<file path="src/mrds_pkg.sv">
`timescale 1ns / 1ps

package mrds_pkg;

	localparam int unsigned SEGMENT_BYTES_DEF = 256;
	localparam int unsigned MAX_SPAN_DEF      = 1048576;

	localparam logic [2:0] KIND_SET_REGION = 3'd0;
	localparam logic [2:0] KIND_DUMP_NEXT  = 3'd1;
	localparam logic [2:0] KIND_DUMP_INDEX = 3'd2;
	localparam logic [2:0] KIND_DUMP_ONE   = 3'd3;
	localparam logic [2:0] KIND_SET_DEST   = 3'd4;
	localparam logic [2:0] KIND_COPY_STEP  = 3'd5;

	localparam logic [1:0] ST_OK      = 2'd0;
	localparam logic [1:0] ST_CONTEXT = 2'd1;
	localparam logic [1:0] ST_PARAM   = 2'd2;

	localparam logic [1:0] FLAG_CONT   = 2'd0;
	localparam logic [1:0] FLAG_FIRST  = 2'd1;
	localparam logic [1:0] FLAG_LAST   = 2'd2;
	localparam logic [1:0] FLAG_SINGLE = 2'd3;

	localparam logic [7:0] REPEAT_LIMIT   = 8'd8;
	localparam logic [7:0] COUNTER_RESET  = 8'hff;
	localparam logic [15:0] SEQUENCE_ZERO = 16'h0000;

	typedef struct packed {
		logic [2:0]  kind;
		logic [31:0] region_begin;
		logic [31:0] region_end;
		logic [7:0]  category;
		logic [7:0]  repeat_request;
		logic [15:0] segment_index;
		logic [31:0] target_address;
		logic [31:0] step_bytes;
	} cmd_t;

	typedef struct packed {
		logic [1:0]  status;
		logic        segment_valid;
		logic [31:0] read_address;
		logic [31:0] segment_length;
		logic [1:0]  sequence_flag;
		logic [7:0]  unit_counter;
		logic [15:0] unit_sequence;
		logic [23:0] unit_length;
		logic [7:0]  category_out;
		logic [2:0]  send_count;
		logic [31:0] write_address;
	} result_t;

endpackage

</file>
<file path="src/memory_region_dump_segmenter_core.sv">
`timescale 1ns / 1ps

// Memory region dump segmenter.
// Commands arrive on the in channel (in_valid / in_ready with the command
// fields); one descriptor leaves on the out channel (out_valid / out_ready)
// for every command, in order, with status and, when segment_valid is set,
// the read (and for copies the write) descriptor plus dump header fields.
// A command transferred on the in channel passes through the input register
// and then the result register before it is visible on the out channel.
// Throughput: one command per cycle; both register stages advance together
// whenever the result register is empty or being taken.
// When the receiver stalls, the result register holds its descriptor, the
// input register holds one more command, and in_ready falls once both are
// occupied.
// Reset clears both stages and the region, copy and sequence state; the data
// unit counter source restarts so that the first assigned counter is zero.
module memory_region_dump_segmenter_core #(
	parameter int unsigned SEGMENT_BYTES = mrds_pkg::SEGMENT_BYTES_DEF,
	parameter int unsigned MAX_SPAN      = mrds_pkg::MAX_SPAN_DEF
) (
	input  logic        clk,
	input  logic        arst_n,
	input  logic        in_valid,
	output logic        in_ready,
	input  logic [2:0]  kind,
	input  logic [31:0] region_begin,
	input  logic [31:0] region_end,
	input  logic [7:0]  category,
	input  logic [7:0]  repeat_request,
	input  logic [15:0] segment_index,
	input  logic [31:0] target_address,
	input  logic [31:0] step_bytes,
	output logic        out_valid,
	input  logic        out_ready,
	output logic [1:0]  status,
	output logic        segment_valid,
	output logic [31:0] read_address,
	output logic [31:0] segment_length,
	output logic [1:0]  sequence_flag,
	output logic [7:0]  unit_counter,
	output logic [15:0] unit_sequence,
	output logic [23:0] unit_length,
	output logic [7:0]  category_out,
	output logic [2:0]  send_count,
	output logic [31:0] write_address
);

	logic              valid_s1;
	mrds_pkg::cmd_t    cmd_s1;
	logic              out_valid_q;
	mrds_pkg::result_t res_q;
	mrds_pkg::result_t res;
	logic              advance;
	logic              in_xfer;

	assign advance  = valid_s1 && (!out_valid_q || out_ready);
	assign in_ready = !valid_s1 || !out_valid_q || out_ready;
	assign in_xfer  = in_valid && in_ready;

	always_ff @(posedge clk or negedge arst_n) begin
		if (!arst_n) begin
			valid_s1    <= 1'b0;
			out_valid_q <= 1'b0;
		end else begin
			if (in_ready) begin
				valid_s1 <= in_valid;
			end
			if (advance) begin
				out_valid_q <= 1'b1;
			end else if (out_ready) begin
				out_valid_q <= 1'b0;
			end
		end
	end

	always_ff @(posedge clk) begin
		if (in_xfer) begin
			cmd_s1 <= '{kind: kind, region_begin: region_begin, region_end: region_end,
				category: category, repeat_request: repeat_request,
				segment_index: segment_index, target_address: target_address,
				step_bytes: step_bytes};
		end
		if (advance) begin
			res_q <= res;
		end
	end

	mrds_engine #(
		.SEGMENT_BYTES(SEGMENT_BYTES),
		.MAX_SPAN(MAX_SPAN)
	) u_engine (
		.clk(clk),
		.arst_n(arst_n),
		.fire(advance),
		.cmd(cmd_s1),
		.res(res)
	);

	assign out_valid      = out_valid_q;
	assign status         = res_q.status;
	assign segment_valid  = res_q.segment_valid;
	assign read_address   = res_q.read_address;
	assign segment_length = res_q.segment_length;
	assign sequence_flag  = res_q.sequence_flag;
	assign unit_counter   = res_q.unit_counter;
	assign unit_sequence  = res_q.unit_sequence;
	assign unit_length    = res_q.unit_length;
	assign category_out   = res_q.category_out;
	assign send_count     = res_q.send_count;
	assign write_address  = res_q.write_address;

	// a held command is never dropped while the result waits
	assert property (@(posedge clk) disable iff (!arst_n)
		(valid_s1 && out_valid_q && !out_ready) |=> valid_s1)
		else $error("pending command lost");

	// ready only drops with both stages occupied
	assert property (@(posedge clk) disable iff (!arst_n)
		!in_ready |-> (valid_s1 && out_valid_q))
		else $error("ready low with a free stage");

	// fields without a descriptor stay zero
	assert property (@(posedge clk) disable iff (!arst_n)
		(out_valid_q && !res_q.segment_valid) |->
		(res_q.read_address == '0 && res_q.segment_length == '0 &&
		 res_q.sequence_flag == mrds_pkg::FLAG_CONT && res_q.write_address == '0))
		else $error("stray descriptor fields");

	// status never carries an unused code
	assert property (@(posedge clk) disable iff (!arst_n)
		out_valid_q |-> (res_q.status != 2'd3))
		else $error("bad status code");

endmodule

</file>
<file path="src/mrds_engine.sv">
`timescale 1ns / 1ps

module mrds_engine #(
	parameter int unsigned SEGMENT_BYTES = mrds_pkg::SEGMENT_BYTES_DEF,
	parameter int unsigned MAX_SPAN      = mrds_pkg::MAX_SPAN_DEF
) (
	input  logic             clk,
	input  logic             arst_n,
	input  logic             fire,
	input  mrds_pkg::cmd_t   cmd,
	output mrds_pkg::result_t res
);

	localparam int unsigned SEG_W = $clog2(SEGMENT_BYTES + 1);
	localparam int unsigned OFF_W = 16 + SEG_W;
	localparam int unsigned RP_W  = 34;
	localparam logic [OFF_W-1:0] SEG_OFF = OFF_W'(SEGMENT_BYTES);
	localparam logic [31:0] SEG_32  = 32'(SEGMENT_BYTES);
	localparam logic [32:0] SPAN_33 = 33'(MAX_SPAN);

	logic [31:0] begin_q;
	logic [31:0] end_q;
	logic [23:0] unit_size_q;
	logic [15:0] next_seq_q;
	logic [7:0]  region_counter_q;
	logic [7:0]  counter_source_q;
	logic [31:0] dest_q;
	logic [31:0] copy_ptr_q;

	logic [31:0] begin_d;
	logic [31:0] end_d;
	logic [23:0] unit_size_d;
	logic [15:0] next_seq_d;
	logic [7:0]  region_counter_d;
	logic [7:0]  counter_source_d;
	logic [31:0] dest_d;
	logic [31:0] copy_ptr_d;

	logic [15:0]      seq;
	logic [OFF_W-1:0] off;
	logic [RP_W-1:0]  rp;
	logic             rp_inside;
	logic [31:0]      diff;
	logic             clipped;
	logic [31:0]      seg_len;
	logic [1:0]       flag;
	logic             reps_bad;
	logic [31:0]      span;
	logic [7:0]       counter_inc;
	logic             cp_inside;
	logic [32:0]      copy_end;
	logic [31:0]      copy_len;

	assign seq         = (cmd.kind == mrds_pkg::KIND_DUMP_INDEX) ? cmd.segment_index : next_seq_q;
	assign off         = OFF_W'(seq) * SEG_OFF;
	assign rp          = RP_W'(begin_q) + RP_W'(off);
	assign rp_inside   = rp < RP_W'(end_q);
	assign diff        = end_q - rp[31:0];
	assign clipped     = diff > SEG_32;
	assign seg_len     = clipped ? SEG_32 : diff;
	assign reps_bad    = cmd.repeat_request >= mrds_pkg::REPEAT_LIMIT;
	assign span        = cmd.region_end - cmd.region_begin;
	assign counter_inc = counter_source_q + 8'd1;
	assign cp_inside   = (copy_ptr_q >= begin_q) && (copy_ptr_q < end_q);
	assign copy_end    = {1'b0, copy_ptr_q} + {1'b0, cmd.step_bytes};
	assign copy_len    = (copy_end > {1'b0, end_q}) ? (end_q - copy_ptr_q) : cmd.step_bytes;

	always_comb begin
		if ({8'd0, unit_size_q} <= SEG_32) begin
			flag = mrds_pkg::FLAG_SINGLE;
		end else if (off == '0) begin
			flag = mrds_pkg::FLAG_FIRST;
		end else if (!clipped) begin
			flag = mrds_pkg::FLAG_LAST;
		end else begin
			flag = mrds_pkg::FLAG_CONT;
		end
	end

	always_comb begin
		res              = '0;
		begin_d          = begin_q;
		end_d            = end_q;
		unit_size_d      = unit_size_q;
		next_seq_d       = next_seq_q;
		region_counter_d = region_counter_q;
		counter_source_d = counter_source_q;
		dest_d           = dest_q;
		copy_ptr_d       = copy_ptr_q;
		case (cmd.kind)
			mrds_pkg::KIND_SET_REGION: begin
				if (cmd.region_begin > cmd.region_end) begin
					res.status = mrds_pkg::ST_CONTEXT;
				end else if ({1'b0, span} > SPAN_33) begin
					res.status = mrds_pkg::ST_PARAM;
				end else begin
					begin_d          = cmd.region_begin;
					end_d            = cmd.region_end;
					unit_size_d      = span[23:0];
					next_seq_d       = mrds_pkg::SEQUENCE_ZERO;
					region_counter_d = counter_inc;
					counter_source_d = counter_inc;
				end
			end
			mrds_pkg::KIND_DUMP_NEXT, mrds_pkg::KIND_DUMP_INDEX: begin
				if (reps_bad) begin
					res.status = mrds_pkg::ST_PARAM;
				end else if (!rp_inside) begin
					// exhausted region on dump next is not an error
					if (cmd.kind == mrds_pkg::KIND_DUMP_INDEX) begin
						res.status = mrds_pkg::ST_CONTEXT;
					end
				end else begin
					res.segment_valid  = 1'b1;
					res.read_address   = rp[31:0];
					res.segment_length = seg_len;
					res.sequence_flag  = flag;
					res.unit_counter   = region_counter_q;
					res.unit_sequence  = seq;
					res.unit_length    = unit_size_q;
					res.category_out   = cmd.category;
					res.send_count     = cmd.repeat_request[2:0];
					next_seq_d         = seq + 16'd1;
				end
			end
			mrds_pkg::KIND_DUMP_ONE: begin
				if (reps_bad) begin
					res.status = mrds_pkg::ST_PARAM;
				end else begin
					res.segment_valid  = 1'b1;
					res.read_address   = cmd.target_address;
					res.segment_length = SEG_32;
					res.sequence_flag  = mrds_pkg::FLAG_SINGLE;
					res.unit_counter   = counter_inc;
					res.unit_length    = SEG_32[23:0];
					res.category_out   = cmd.category;
					res.send_count     = cmd.repeat_request[2:0];
					counter_source_d   = counter_inc;
				end
			end
			mrds_pkg::KIND_SET_DEST: begin
				if ((cmd.target_address >= begin_q) && (cmd.target_address < end_q)) begin
					res.status = mrds_pkg::ST_PARAM;
				end else begin
					dest_d     = cmd.target_address;
					copy_ptr_d = begin_q;
				end
			end
			mrds_pkg::KIND_COPY_STEP: begin
				if (cp_inside) begin
					res.segment_valid  = 1'b1;
					res.read_address   = copy_ptr_q;
					res.segment_length = copy_len;
					res.write_address  = dest_q + (copy_ptr_q - begin_q);
					copy_ptr_d         = copy_ptr_q + copy_len;
				end
			end
			default: begin
				res.status = mrds_pkg::ST_CONTEXT;
			end
		endcase
	end

	always_ff @(posedge clk or negedge arst_n) begin
		if (!arst_n) begin
			begin_q          <= '0;
			end_q            <= '0;
			unit_size_q      <= '0;
			next_seq_q       <= '0;
			region_counter_q <= '0;
			counter_source_q <= mrds_pkg::COUNTER_RESET;
			dest_q           <= '0;
			copy_ptr_q       <= '0;
		end else if (fire) begin
			begin_q          <= begin_d;
			end_q            <= end_d;
			unit_size_q      <= unit_size_d;
			next_seq_q       <= next_seq_d;
			region_counter_q <= region_counter_d;
			counter_source_q <= counter_source_d;
			dest_q           <= dest_d;
			copy_ptr_q       <= copy_ptr_d;
		end
	end

	// the region is only ever stored in order
	assert property (@(posedge clk) disable iff (!arst_n) begin_q <= end_q)
		else $error("region begin above end");

	// a descriptor never comes with an error status
	assert property (@(posedge clk) disable iff (!arst_n)
		res.segment_valid |-> (res.status == mrds_pkg::ST_OK))
		else $error("descriptor with error status");

	// the data unit counter only moves on a fired command
	assert property (@(posedge clk) disable iff (!arst_n)
		!fire |=> $stable(counter_source_q))
		else $error("counter moved without a command");

endmodule

</file>
<file path="config.mk">
export PLATFORM = sky130hd
export DESIGN_NAME = memory_region_dump_segmenter_core
export DESIGN_NICKNAME = d
export VERILOG_FILES = /design/src/mrds_pkg.sv /design/src/memory_region_dump_segmenter_core.sv /design/src/mrds_engine.sv
export SDC_FILE = /design/constraint.sdc
export NUM_CORES = 1
export LEC_CHECK = 0
export ABC_AREA = 1
export BUFFER_PORTS_ARGS = -buffer_cell sky130_fd_sc_hd__clkbuf_2
export CAP_MARGIN = 10
export CORE_MARGIN = 2
export CORE_UTILIZATION = 50
export CTS_BUF_LIST = sky130_fd_sc_hd__clkbuf_4
export DETAILED_ROUTE_END_ITERATION = 10
export HOLD_SLACK_MARGIN = 0.12
export PLACE_DENSITY = 0.69
export SLEW_MARGIN = 20
export SYNTH_ARGS = -nofsm -noshare
export SYNTH_HDL_FRONTEND = slang
export SYNTH_SLANG_ARGS = --single-unit
</file>
<file path="constraint.sdc">
create_clock -name clk -period 13.4 [get_ports clk]
set_input_delay 0 -clock clk [delete_from_list [all_inputs] [get_ports clk]]
set_output_delay 0 -clock clk [all_outputs]
set_load 0.1 [all_outputs]
</file>
==> results of run 1 <==
## repair_timing
action	CTS	global route
endpoints found under the hold margin	543	0
resized for setup	0	0
hold buffers	335	0
## state kept, by name, summed over array words and instances (netlist names), 16 cells and up
register / flops
u_engine.next_seq_q: 16
u_engine.copy_ptr_q: 32
u_engine.dest_q: 32
u_engine.end_q: 32
u_engine.unit_size_q: 24
cmd_s1: 163
read_address: 32
u_engine.begin_q: 32
unit_length: 24
write_address: 32
unit_sequence: 16
segment_length: 32
## cells in the final DEF, fill, tap and decap left out, types with 19 or more instances in the layout
master	count
clkinv_1	50
ha_1	370
nor2_1	417
edfxtp_1	323
a21o_1	20
buf_4	19
nand3_1	150
dfrtp_1	178
xor2_1	88
o21ai_2	19
xnor2_1	56
nand4_1	73
o21a_1	25
nor3_1	40
inv_1	678
a21oi_1	403
o21ai_0	284
dlygate4sd3_1	334
clkbuf_2	327
a31oi_1	28
nor4_1	22
o21bai_1	24
clkbuf_4	197
o221ai_1	39
fa_1	37
nand2_1	858
## critical path, delay by kind of cell, from the launching register on
family	cells	cell delay [ns]
AO/OA/AOI/OAI	10	2.54
XOR/XNOR	1	0.19
adder cells (fa/ha/maj)	5	1.59
buffers and inverters	4	0.64
flip-flops	1	0.44
AND/OR/NAND/NOR	19	2.08
## metal layers
metal / share of wire [%] / wire length [microns]
met1: 42 / 55200
met2: 45 / 58100
met3: 8.9 / 11700
met4: 4.3 / 5580
met5: 0 / 0
## through the flow
stage | cells | power (mW) | instance area, sq um | worst slack (ns)
after floorplan | 4363 | 4.07 | 36000 | 4.90
after global placement | 5582 | 4.86 | 38600 | 6.07
after detailed placement | 5582 | 4.86 | 38600 | 5.92
after CTS | 6182 | 6.43 | 43800 | 5.90
after global routing | 6184 | 6.92 | 43800 | 4.91
final | 6184 | 6.50 | 43800 | 5.73
## worst paths after layout
kind                                                     from                                   to  slack (ns)  cells after the start
hold / removal                                         arst_n  u_engine.next_seq_q[12]$_DFFE_PN0P_        0.22                      4
setup reg to reg           u_engine.copy_ptr_q[0]$_DFFE_PN0P_  u_engine.copy_ptr_q[26]$_DFFE_PN0P_        5.73                     39
min in group clk                            repeat_request[3]                 cmd_s1[83]$_DFFE_PP_        0.23                      3
hold reg to reg            u_engine.next_seq_q[9]$_DFFE_PN0P_   u_engine.next_seq_q[9]$_DFFE_PN0P_        0.47                      2
setup / recovery           u_engine.copy_ptr_q[0]$_DFFE_PN0P_  u_engine.copy_ptr_q[26]$_DFFE_PN0P_        5.73                     39
max in group asynchronous                              arst_n   u_engine.copy_ptr_q[3]$_DFFE_PN0P_       12.40                      4
## kinds of logic (layout without fill, tap and decap cells)
kind of cell | after synthesis | after routing | synth area share [%]
AO/OA/AOI/OAI | 921 | 921 | 14.6
other | 0 | 2 | 0
XOR/XNOR | 144 | 144 | 3.50
AND/OR/NAND/NOR | 1621 | 1621 | 18.8
buffers and inverters | 761 | 1630 | 8.30
adder cells (fa/ha/maj) | 407 | 407 | 14.9
flip-flops | 509 | 509 | 39.9
## cell type report
type	instances	area share (%)
Antenna cell	2	0.0114
Clock buffer	197	3.37
Clock inverter	68	0.796
Inverter	683	5.87
Multi-Input combinational cell	3093	42.7
Sequential cell	509	32.8
Tap cell	950	2.71
Timing Repair Buffer	682	11.8
## power breakdown
part | switching (mW) | total (mW) | internal [mW]
logic | 2.13 | 3.08 | 0.953
registers | 0.111 | 1.94 | 1.83
clock network | 0.780 | 1.48 | 0.702
==> summary.txt, run 1 <==
Status
  • Status: completed

Timing
  • Final setup violation count: 0
  • Max Slew Vio Count: 0
  • Hold Vio Cnt, Final: 0
  • Fin Clk Skew: 0.0621 ns
  • Period utilization: 57.3%
  • RSZ-0062 raised after global routing: no
  • FMAX: 0.130 GHz
  • Final hold slack: 0.217 ns
  • Worst Tran Pin Value: 1.03 ns
  • Relative slew margins: 31.6%
  • Setup TNS: 0 ns
  • Post-layout min period: 7.67 ns

Drt
  • Drt via density: 5.54
  • Drt pass-1 iters: 7
  • Drt total wl: 131 mm
  • # DRC: 0
  • First DRT Iteration DRCs: 3,703
  • DR vias: 34,277
  • WL per Instance: 21.1 microns
  • Post-DRT Antenna Nets: 0

Die
  • # rows: 98
  • Core area: 71,400 sq um
  • Die width: 272 microns
  • Ports: 329
  • Die area: 74,200 sq um
  • Die height: 272 microns
  • Initial Utilization: 50.5%

GRT
  • Largest net degree at the start of global routing: 115
  • Vias in the first global route: 32,897
  • Grt met3 use: 7.21%
  • Total track usage: 35.0%
  • First-pass GRT wire length: 196 mm
  • Initial antenna violation count: 2
  • GR peak layer: met2
  • GR met2 Demand/Resource: 54.1%
  • GR met1 Demand/Resource: 47.6%
  • Grt ovf: 0

Finish
  • Number of fill cells in the layout: 6,394
  • Fin util: 61.4%
  • Multi-input gate area: 18,700 sq um
  • Post-layout nets: 5,687
  • Layout cell share with drive strength beyond 1: 12.5%
  • Register cell area after layout: 14,400 sq um
  • Synth-to-Final Area Change: 21.7%

Place
  • DP HPWL: 98.2 mm
  • PortBufs: 328
  • GPL Wtd Cong: 0.999

Clock network
  • Clock Latency Late Sink: 1.04 ns
  • Setup bufs post-CTS: 0
  • Reg clk slew, reported paths: 0.07 ns
  • Clock Sinks: 509
  • TritonCTS Buffers: 144
  • CTS max path bufs: 3
  • Clock root buffer master: clkbuf_4
  • TritonCTS clock tree: built
  • H-tree depth: 4

Logic synthesis
  • Syn nets: 4,937
  • Post-synth top area cell: edfxtp_1
  • Yosys reg bits: 509
  • Synth top area share: 26.9%
  • Most common cell in the netlist: nand2_1
  • Synthesized cell area: 36,000 sq um
  • Synth warn: 0
  • Synth top area cells: edfxtp_1 27%, ha_1 13%, dfrtp_1 12%, nand2_1 8.9%, inv_1 7.1%
  • Post-synth EDFFs: 323
  • Synth unique cells: 59
  • Syn_area_per_cell: 8.26 sq um
  • Synth cell count leaders: 858 x nand2_1, 678 x inv_1, 419 x nor2_1
  • Async set or reset register ratio after synthesis: 36.5%
  • Syn Inst Count: 4,363
  • Register area share after synthesis: 39.9%
  • Ys flop type: edfxtp_1

Pwr
  • Pwr/cell area: 148 nW/um^2
  • Peak supply drop: 0.133 mV
  • Leak pwr: 20.7 nW

Critical path
  • CP endpoint kind: flop
  • Slowest library cell on the worst path: dfrtp_1
  • Worst path most repeated cell: nand2_1
  • Crit Path Category: flop to flop
  • Worst Path Arrival: 8.53 ns
  • Max FO, Critical Path: 51
  • CP max stage delay: 0.44 ns
  • Critical path startpoint category: flop
  • Req. time, crit path: 14.26 ns

Job
  • Max-Cap Viols: 0

Worst hold path
  • Hold Path Class: primary input to asynchronous set/reset pin
(Power assumes the default switching activity.)
==> run 2: changes to the inputs <==
Clock period 13.4 ns to 7.6 ns, I/O delays scaled along.
==> run 2 against run 1 <==
  * Global-route usage rose by 0.50 points
  * Fmax rose by 8.8%
  * Cell count rose by 0.29%
  * Sequential share of layout area fell by 0.16 points
  * Cell area rose by 0.49%
  * Critical path depth fell by 1
  * Non-clock buffer count rose by 13
  * Register-to-register slack got worse by 5.2 ns
  * Routed wire length rose by 1.4%
  * Power rose by 79%
  * Utilization rose by 0.30 points
  * Largest cell class unchanged
  * Largest power group unchanged
  * Highest routed layer unchanged
==> summary.txt, run 2 (same netlist as run 1, synthesis figures left out) <==
Timing
  • RSZ-0062 raised after global routing: no
  • Post-layout min period: 7.06 ns
  • Final setup violation count: 0
  • Period utilization: 92.8%
  • FMAX: 0.142 GHz
  • Worst Tran Pin Value: 1.01 ns
  • Hold Vio Cnt, Final: 0
  • Relative slew margins: 32.9%
  • Final hold slack: 0.219 ns
  • Setup TNS: 0 ns
  • Fin Clk Skew: 0.0801 ns
  • Max Slew Vio Count: 0
  • Final WS setup: 0.545 ns

Critical path
  • CP max stage delay: 0.45 ns
  • CP endpoint kind: flop
  • Critical path startpoint category: flop
  • Worst Path Arrival: 7.91 ns
  • Req. time, crit path: 8.46 ns
  • Max FO, Critical Path: 17
  • Slowest library cell on the worst path: a31oi_1
  • Crit Path Category: flop to flop
  • Worst path most repeated cell: nand2_1

Clock network
  • Setup bufs post-CTS: 0
  • Clock Latency Late Sink: 1.03 ns
  • TritonCTS clock tree: built
  • H-tree depth: 4
  • Reg clk slew, reported paths: 0.07 ns
  • CTS max path bufs: 3
  • TritonCTS Buffers: 145
  • Clock Sinks: 509
  • Clock root buffer master: clkbuf_4

Drt
  • DR vias: 34,256
  • # DRC: 0
  • WL per Instance: 21.3 microns
  • Post-DRT Antenna Nets: 0
  • Drt via density: 5.52
  • First DRT Iteration DRCs: 3,929
  • Drt pass-1 iters: 7
  • Drt total wl: 132 mm

Finish
  • Layout cell share with drive strength beyond 1: 13.2%
  • Most common cell after layout, fill and taps aside: nand2_1
  • Most flops, register: cmd_s1
  • Largest register FFs: 163
  • Synth-to-Final Area Change: 22.3%
  • Most frequent cells in the layout: 857 x nand2_1, 677 x inv_1, 417 x nor2_1
  • Post-layout nets: 5,701
  • Number of fill cells in the layout: 6,399

Die
  • Ports: 329
  • Die width: 272 microns
  • Die area: 74,200 sq um
  • # rows: 98
  • Core area: 71,400 sq um
  • Initial Utilization: 50.5%
  • Die height: 272 microns

Place
  • GPL Wtd Cong: 0.974
  • PortBufs: 328
  • DP HPWL: 101 mm
  • Place WS: 0.302 ns

GRT
  • Vias in the first global route: 33,131
  • Grt ovf: 0
  • First-pass GRT wire length: 198 mm
  • Total track usage: 35.5%
  • Initial antenna violation count: 6
  • Largest net degree at the start of global routing: 130

Pwr
  • Leak pwr: 20.9 nW
  • Pwr/cell area: 264 nW/um^2
  • Peak supply drop: 0.208 mV

Job
  • Max-Cap Viols: 0

Worst hold path
  • Hold Path Class: primary input to flop

Status
  • Status: completed
-- run 2: per-stage QoR --
stage / std cells / instance area (sq um) / total power [mW] / util [%]
floorplan: 4363 / 36000 / 7.16 / -
global placement: 5595 / 38700 / 8.66 / 54.3
detailed placement: 5595 / 38700 / 8.66 / 54.3
CTS: 6198 / 44000 / 11.5 / 61.7
global route: 6201 / 44000 / 12.4 / 61.7
finish: 6202 / 44100 / 11.6 / 61.7
-- run 2: cell type report --
class | instances | area, sq um | area share, %
Antenna cell | 4 | 10.0 | 0.0227
Tap cell | 950 | 1190 | 2.70
Timing Repair Buffer | 695 | 5260 | 11.9
Clock inverter | 56 | 317 | 0.719
Clock buffer | 212 | 1590 | 3.61
Sequential cell | 509 | 14400 | 32.6
Multi-Input combinational cell | 3093 | 18700 | 42.6
Inverter | 683 | 2570 | 5.84
-- run 2: power by group --
part           switching (mW)  leakage [nW]  internal (mW)
logic                    3.83          14.3           1.71
registers               0.180          5.43           3.23
clock network            1.35          1.12           1.34
-- run 2: timing repair --
action,CTS,global route
hold buffers,335,0
endpoints found under the hold margin,448,0
resized for setup,0,12
endpoints found under the setup margin,0,19
-- run 2: worst max-delay path: cells and delay by family (launching register included) --
kind	cells	cell delay, ns
AOI/OAI and AO/OA	11	2.10
xor gates and xnor gates	1	0.18
buffers and inverters	3	0.40
and+or+nand+nor	19	2.49
DFF	1	0.44
adders and majority gates	4	1.25
-- run 2: metal layers --
| layer | up-vias | track usage, % | wire, microns |
|---|---|---|---|
| met3 | 269 | 6.62 | 11100 |
| met5 | - | 0 | 0 |
| li1 | 16328 | - | - |
| met4 | 0 | 14.2 | 5300 |
| met2 | 1643 | 55.4 | 58900 |
| met1 | 16016 | 48.7 | 57000 |
-- run 2: path summary, 6_finish.rpt --
kind	startpoint	endpoint	slack, ns	cells past startpoint
worst max-delay path	u_engine.copy_ptr_q[0]$_DFFE_PN0P_	u_engine.copy_ptr_q[20]$_DFFE_PN0P_	0.54	38
worst min-delay path	step_bytes[0]	cmd_s1[0]$_DFFE_PP_	0.22	3
worst max register to register	u_engine.copy_ptr_q[0]$_DFFE_PN0P_	u_engine.copy_ptr_q[20]$_DFFE_PN0P_	0.54	38
worst min register to register	u_engine.counter_source_q[1]$_DFFE_PN1P_	u_engine.counter_source_q[1]$_DFFE_PN1P_	0.48	2
max in group asynchronous	arst_n	u_engine.begin_q[4]$_DFFE_PN0P_	6.45	4
min in group asynchronous	arst_n	u_engine.next_seq_q[7]$_DFFE_PN0P_	0.24	4
